## src/sv/lfu_pr_ram.sv

```systemverilog
// ----------------------------------------------------------------------------
// LFU generic RAM
// One write port, one read port, registered read data held when not read.
// ----------------------------------------------------------------------------
module lfu_pr_ram #(
   parameter int WIDTH = 8,
   parameter int DEPTH = 8,
   localparam int AW = (DEPTH > 1) ? $clog2(DEPTH) : 1
) (
   input  logic             clock,
   input  logic             wr_en,
   input  logic [AW-1:0]    wr_addr,
   input  logic [WIDTH-1:0] wr_data,
   input  logic             rd_en,
   input  logic [AW-1:0]    rd_addr,
   output logic [WIDTH-1:0] rd_data
);

   logic [WIDTH-1:0] mem_ff [DEPTH];
   logic [WIDTH-1:0] rd_data_ff;

   always_ff @(posedge clock) begin
      if (wr_en) begin
         mem_ff[wr_addr] <= wr_data;
      end
      if (rd_en) begin
         rd_data_ff <= mem_ff[rd_addr];
      end
   end

   assign rd_data = rd_data_ff;

endmodule

```

## config.mk

```make
export PLATFORM = sky130hd
export DESIGN_NAME = lfu_pr_ram
export DESIGN_NICKNAME = d
export VERILOG_FILES = /design/src/sv/lfu_pr_ram.sv
export SDC_FILE = /design/constraint.sdc
export NUM_CORES = 1
export LEC_CHECK = 0
export BUFFER_PORTS_ARGS = -buffer_cell sky130_fd_sc_hd__buf_2
export CAP_MARGIN = 15
export CORE_MARGIN = 3
export CORE_UTILIZATION = 35
export CTS_BUF_LIST = sky130_fd_sc_hd__clkbuf_8 sky130_fd_sc_hd__clkbuf_16
export CTS_CLUSTER_DIAMETER = 40
export DETAILED_ROUTE_END_ITERATION = 8
export PLACE_DENSITY = 0.53
export SLEW_MARGIN = 20
export SYNTH_ARGS = -nofsm -noshare
export SYNTH_HDL_FRONTEND = slang
export SYNTH_SLANG_ARGS = --single-unit
```

## constraint.sdc

```tcl
create_clock -name clock -period 1.65 [get_ports clock]
set_input_delay 0.0825 -clock clock [delete_from_list [all_inputs] [get_ports clock]]
set_output_delay 0.0825 -clock clock [all_outputs]
set_load 0.005 [all_outputs]
```

==> results of run 1 <==
[cell families (layout without fill, tap and decap cells)]
family	count (synthesis)	in the layout
flops	72	72
buf+inv	5	49
mux	24	24
simple gates	13	13
[critical path: stages, from the launching register on]
cell and delay [ps]:
edfxtp_1 370, mux4_1 520, mux2_2 270
[per-stage QoR]
step                 util  setup slack (ps)  hold slack, ps  cells
global route        0.441               211            15.5    257
finish              0.441               248            7.60    257
detailed placement  0.410               186             357    241
floorplan               -               284             181    114
CTS                 0.441               246            5.30    257
global placement    0.410               208             337    241
[flip-flops by register name (all words and copies together) (netlist names)]
register and flops:
mem_ff 64, rd_data 8
[worst max-delay path by stage]
stage | cells past startpoint | from | to
finish | 2 | mem_ff[1][7]$_DFFE_PP_ | rd_data[7]$_DFFE_PP_
global route | 2 | mem_ff[1][0]$_DFFE_PP_ | rd_data[0]$_DFFE_PP_
floorplan | 4 | rd_addr[0] | rd_data[1]$_DFFE_PP_
detailed placement | 4 | rd_addr[0] | rd_data[1]$_DFFE_PP_
CTS | 2 | mem_ff[1][7]$_DFFE_PP_ | rd_data[7]$_DFFE_PP_
global placement | 4 | rd_addr[0] | rd_data[1]$_DFFE_PP_
[per-layer routing]
metal | up-vias | wire (µm)
li1 | 568 | -
met1 | 603 | 1910
met2 | 21 | 2480
met3 | 10 | 149
met4 | 0 | 89
met5 | - | 0
[report_power, final]
part	leakage, µW	switching (µW)	internal, µW
sequential	0.000660	13.3	2090
clock	0.000114	613	991
combinational	0.000364	95.9	100
[synth_stat cells (all sizes together)]
cell    count
nand2       2
buf         4
clkbuf      1
mux2        8
nand2b      3
nor3        2
mux4       16
edfxtp     72
nor2        6
[final cells by class]
cell class,instances,area share
tap,99,0.0377
clock buffer,9,0.0377
multi-input combinational,37,0.172
sequential,72,0.658
timing repair buffer,33,0.0609
clock inverter,7,0.0335
==> run metrics, run 1 <==
outcome=complete, no violations; Final Hold Viols=0; M1 GR Usage=0.132; final WL=4630 µm; Hold Crit Depth=1; Cell variety after synth=13; critical path type=flip-flop to flip-flop; initial antenna violation count=0; synth-to-layout area growth=18.6%; Post-Synth Adder-Cell Area=0; synth top area cells=edfxtp_1 78%, mux4_1 14%, mux2_2 3.3%, mux4_2 0.81%, nor2_1 0.81%; WP data arrival=about 1500 ps; overall routing resource usage=0.115; crit start category=flip-flop; DRT antenna net count=0; reg-to-reg critical path endpoint=rd_data[7]$_DFFE_PP_; Finished Cell Area=3290 µm²; fin. max-slew vios=0; RSZ-0062 raised after global routing=no; Top-Level Pins=25; commonest non-fill, non-tap cell in the layout=edfxtp_1; register area share after synthesis=0.780; Pwr per Cell Area=1190 nW/µm²; Routed wire per std cell=around 18 µm; first-pass GRT wire length=between 7000 and 8000 µm; sequential cell area=~2200 µm²; share of cells above drive strength 1=0.354; fill count=657; pin count of the biggest net entering global routing=17; CTS tree=yes; Final TNS setup=0 ps; Period minus WS final=around 1400 ps; HP Class=input port to flip-flop; Final GP Congestion=0.661; synth warn=0; vias per inst=roughly 4.7; post-synth top area share=0.780; Mapped Area=between 2000 and 3000 µm²; Compound-Gate Fraction of Synth Area=0; gate count after technology mapping=between 100 and 150; clk root buf=clkbuf_8; Fmax=between 0.7 and 0.8 GHz; gr busiest metal=met2; GR Layer Usage met2=0.198; Worst Skew=about 10 ps; 1st-pass router iterations=3; Reg2Reg Setup Slack=around 250 ps; Overflow after GRT=0; CORE AREA=around 7400 µm²; Total Nets Final=170; Tcrit/Tclk final=0.849; max-cap viol count=0; cts repair resizes=0; xor/xnor share of the synthesized area=0; CTS Buf Count=9; die width=95.0 µm; Worst Hold Launch=wr_data[3]; post-synthesis simple-gate area fraction=0.0212; Hold-fix buffers, CTS=0; post-synthesis register bit count=72; multiplexer share of the synthesized area=0.183; vias in the first global route=1293; commonest cells after routing, fill and taps aside=72 x edfxtp_1, 24 x buf_2, 15 x mux4_1; multi-input logic area=566 µm²; H-tree depth=3; met3 Usage GRT=0.0279; IO Port Bufs=24; Total Power=about 3900 µW; Vias=about 1200; row cnt=31; ant diodes=0; Die Height=about 95 µm; Iteration-0 DRC Markers=between 100 and 150; Skew-Pair Late Insertion Delay=~340 ps; worst-margin pin slew=~350 ps; Slew headroom=0.766; starting density of the core=0.372; Crit. End Element=flip-flop; RR Startpoint=mem_ff[1][7]$_DFFE_PP_; largest family of logic cells by synthesized area=multiplexers; clock slew seen by the registers of the worst setup and hold paths=80 ps; area leader, netlist=edfxtp_1; Longest Clk Path Bufs=2; final setup fails=0; DPL Wire Length=about 3000 µm; Pleak=between 0.001 and 0.0015 µW; Die Area=approximately 9000 µm²; peak fanout along the critical path=1; required time worst endpoint=1740 ps; Avg Inst Size Synth=between 20 and 25 µm²; clk sinks=about 70; # DRC=0; DP Area=~3000 µm²; maximum vdd ir drop=approximately 0.58 mV; WHS Endpoint=mem_ff[4][3]$_DFFE_PP_; syn nets=131; Worst Reg-to-Reg Cells=2; Setup Fix Bufs, Post-CTS=0
Power figures use the tool's default switching activity.
==> run 2: changes to the inputs <==
--- a/config.mk
+++ b/config.mk
@@ -12,7 +12,7 @@
 export CTS_BUF_LIST = sky130_fd_sc_hd__clkbuf_8 sky130_fd_sc_hd__clkbuf_16
 export CTS_CLUSTER_DIAMETER = 40
 export DETAILED_ROUTE_END_ITERATION = 8
-export PLACE_DENSITY = 0.53
+export PLACE_DENSITY = 0.55
 export SLEW_MARGIN = 20
 export SYNTH_ARGS = -nofsm -noshare
 export SYNTH_HDL_FRONTEND = slang
==> constraint.sdc (replaced) <==
create_clock -name clock -period 1.2 [get_ports clock]
set_input_delay 0.06 -clock clock [delete_from_list [all_inputs] [get_ports clock]]
set_output_delay 0.06 -clock clock [all_outputs]
set_load 0.005 [all_outputs]
==> run metrics, run 2 (same netlist as run 1, synthesis figures left out) <==
Top reg by flops=mem_ff; critical path type=flip-flop to flip-flop; Crit. End Element=flip-flop; Fmax=0.730 GHz (+2.3%); CORE AREA=7450 µm² (unchanged); die width=95.0 µm (unchanged); DP Area=3040 µm² (-0.37%); Reg2Reg Setup Slack=-170 ps (-420 ps); first-pass GRT wire length=7550 µm (+5.7%); worst setup margin=-170 ps (-419 ps); reg-to-reg critical path endpoint=rd_data[7]$_DFFE_PP_; Worst Skew=5.27 ps (-4.90 ps); pin count of the biggest net entering global routing=17 (unchanged); Psw=991 µW (+37%); RR Startpoint=mem_ff[6][7]$_DFFE_PP_; switching share of power=0.191 (+0.00545); Slew headroom=0.774 (+0.00846); Die Area=9020 µm² (unchanged); overall routing resource usage=0.120 (+0.00496); commonest cells after routing, fill and taps aside=72 x edfxtp_1, 24 x buf_2, 16 x mux4_2; Iteration-0 DRC Markers=128 (+27%); Skew-Pair Late Insertion Delay=330 ps (about the same); Final Hold Viols=0 (unchanged); WHS Endpoint=mem_ff[6][7]$_DFFE_PP_; Die Height=95.0 µm (unchanged); CP peak stage delay=480 ps (-40 ps); worst-margin pin slew=339 ps (-12.7 ps); Overflow after GRT=0 (unchanged); CP max stage cell=mux4_2; fin. max-slew vios=0 (unchanged); clk sinks=72 (unchanged); initial antenna violation count=0 (unchanged); violated checks=negative setup slack; CTS tree=yes; Critical Path Stages=2 (unchanged); Final TNS setup=-1230 ps (-1230 ps); Final GP Congestion=0.693 (+4.8%); Comb power frac=0.064 (+0.014); commonest non-fill, non-tap cell in the layout=edfxtp_1; CTS Buf Count=9 (unchanged); Cell Chain, Critical Path=mux4_2, mux2_4; outcome=finished, violations left; Finished Cell Area=3340 µm² (+1.8%); peak fanout along the critical path=1 (unchanged); required time worst endpoint=1280 ps (-460 ps); Total Power=5200 µW (+33%); Total Nets Final=179 (+5.3%); synth-to-layout area growth=20.7%; vias in the first global route=1370 (+6.0%); Pwr per Cell Area=1550 nW/µm² (+31%); cell family with most CP delay=multiplexers; IO Port Bufs=24 (unchanged); H-tree depth=3 (unchanged); Top-Level Pins=25 (unchanged); Pleak=0.00115 µW (+1.1%); HP Class=input port to flip-flop; share of cells above drive strength 1=0.449 (+0.0947); final WL=4710 µm (+1.7%); clock slew seen by the registers of the worst setup and hold paths=70 ps (about the same); 1st-pass router iterations=4 (+1); final setup fails=8 (+8); Hold Crit Depth=1 (unchanged); Tcrit/Tclk final=1.14 (+0.293); Worst Hold Launch=wr_data[7]; Longest Clk Path Bufs=2 (unchanged); Largest register FFs=64 (unchanged); ant diodes=0 (unchanged); DRT antenna net count=0 (unchanged); maximum vdd ir drop=0.679 mV (+18%); sequential share of power=0.556 (+0.017); row cnt=31 (unchanged); starting density of the core=0.372 (unchanged); Int Pwr=4210 µW (+32%); Period minus WS final=1370 ps (-31.2 ps); Routed wire per std cell=17.7 µm (-1.8%); max-cap viol count=0 (unchanged); RSZ-0062 raised after global routing=yes; WP data arrival=1450 ps (-40 ps); crit start category=flip-flop; Clock Power Share=0.380 (-0.031); clk root buf=clkbuf_8; Vias=1257 (+4.6%); Worst Reg-to-Reg Cells=2 (unchanged); buffers and inverters on the worst path=0 (unchanged); dpl cells=243 (+0.83%); Non-Filler Instances=266 (+3.5%); # DRC=0 (unchanged); Setup Fix Bufs, Post-CTS=0 (unchanged); vias per inst=4.73 (+1.0%)
## run 2: changes by cell type in the layout (fill, tap and decap cells not counted), sizes merged
cell and change:
clkinvlp -1, dlygate4sd3 +7, inv +1, buf +2, bufinv -1, clkinv +1
## run 2: metrics by stage
step | setup slack, ps | hold slack, ps | util
4_1_cts | -178 | 5.04 | 0.448
3_3_place_gp | -194 | 315 | 0.408
2_1_floorplan | -98.8 | 159 | -
6_report | -170 | 18.5 | 0.449
5_1_grt | -216 | 13.3 | 0.449
3_5_place_dp | -209 | 338 | 0.408
## run 2: worst max path at each step
stage,endpoint,slack (ps),start
detailed placement,rd_data[1]$_DFFE_PP_,-210,rd_addr[0]
floorplan,rd_data[0]$_DFFE_PP_,-100,rd_addr[0]
global route,rd_data[3]$_DFFE_PP_,-220,mem_ff[5][3]$_DFFE_PP_
global placement,rd_data[3]$_DFFE_PP_,-190,rd_addr[0]
CTS,rd_data[2]$_DFFE_PP_,-180,mem_ff[7][2]$_DFFE_PP_
finish,rd_data[7]$_DFFE_PP_,-170,mem_ff[6][7]$_DFFE_PP_
## run 2: metal layers
layer | vias to the layer above | part of all wire | global-route usage
met1 | 658 | 0.42 | 0.151
met3 | 3 | 0.033 | 0.0335
met4 | 0 | 0.0072 | 0.0541
met2 | 27 | 0.54 | 0.194
met5 | - | 0 | 0
li1 | 569 | - | -
## run 2: power groups by stage
stage	clock network, µW	logic (µW)	registers, µW
2_1_floorplan	0	168	2950
3_3_place_gp	0	296	2940
3_5_place_dp	0	309	2950
4_1_cts	2030	335	2890
5_1_grt	2180	365	2900
6_report	1980	334	2890
## run 2: worst register-to-register path: stages, from the launching register on
cell      delay, ps
edfxtp_1        380
mux4_2          480
mux2_4          270
## run 2: cell type report
class                      instances  area [µm²]
clock buffer                       9         124
clock inverter                     7        87.6
fill                             660        4100
multi-input combinational         37         537
sequential                        72        2160
tap                               99         124
timing repair buffer              42         310
## run 2: what timing repair did
action,4_1_cts,5_1_grt
endpoints found under the hold margin,50,0
hold buffers,7,0
gates resized for setup,3,3
endpoints found under the setup margin,8,8
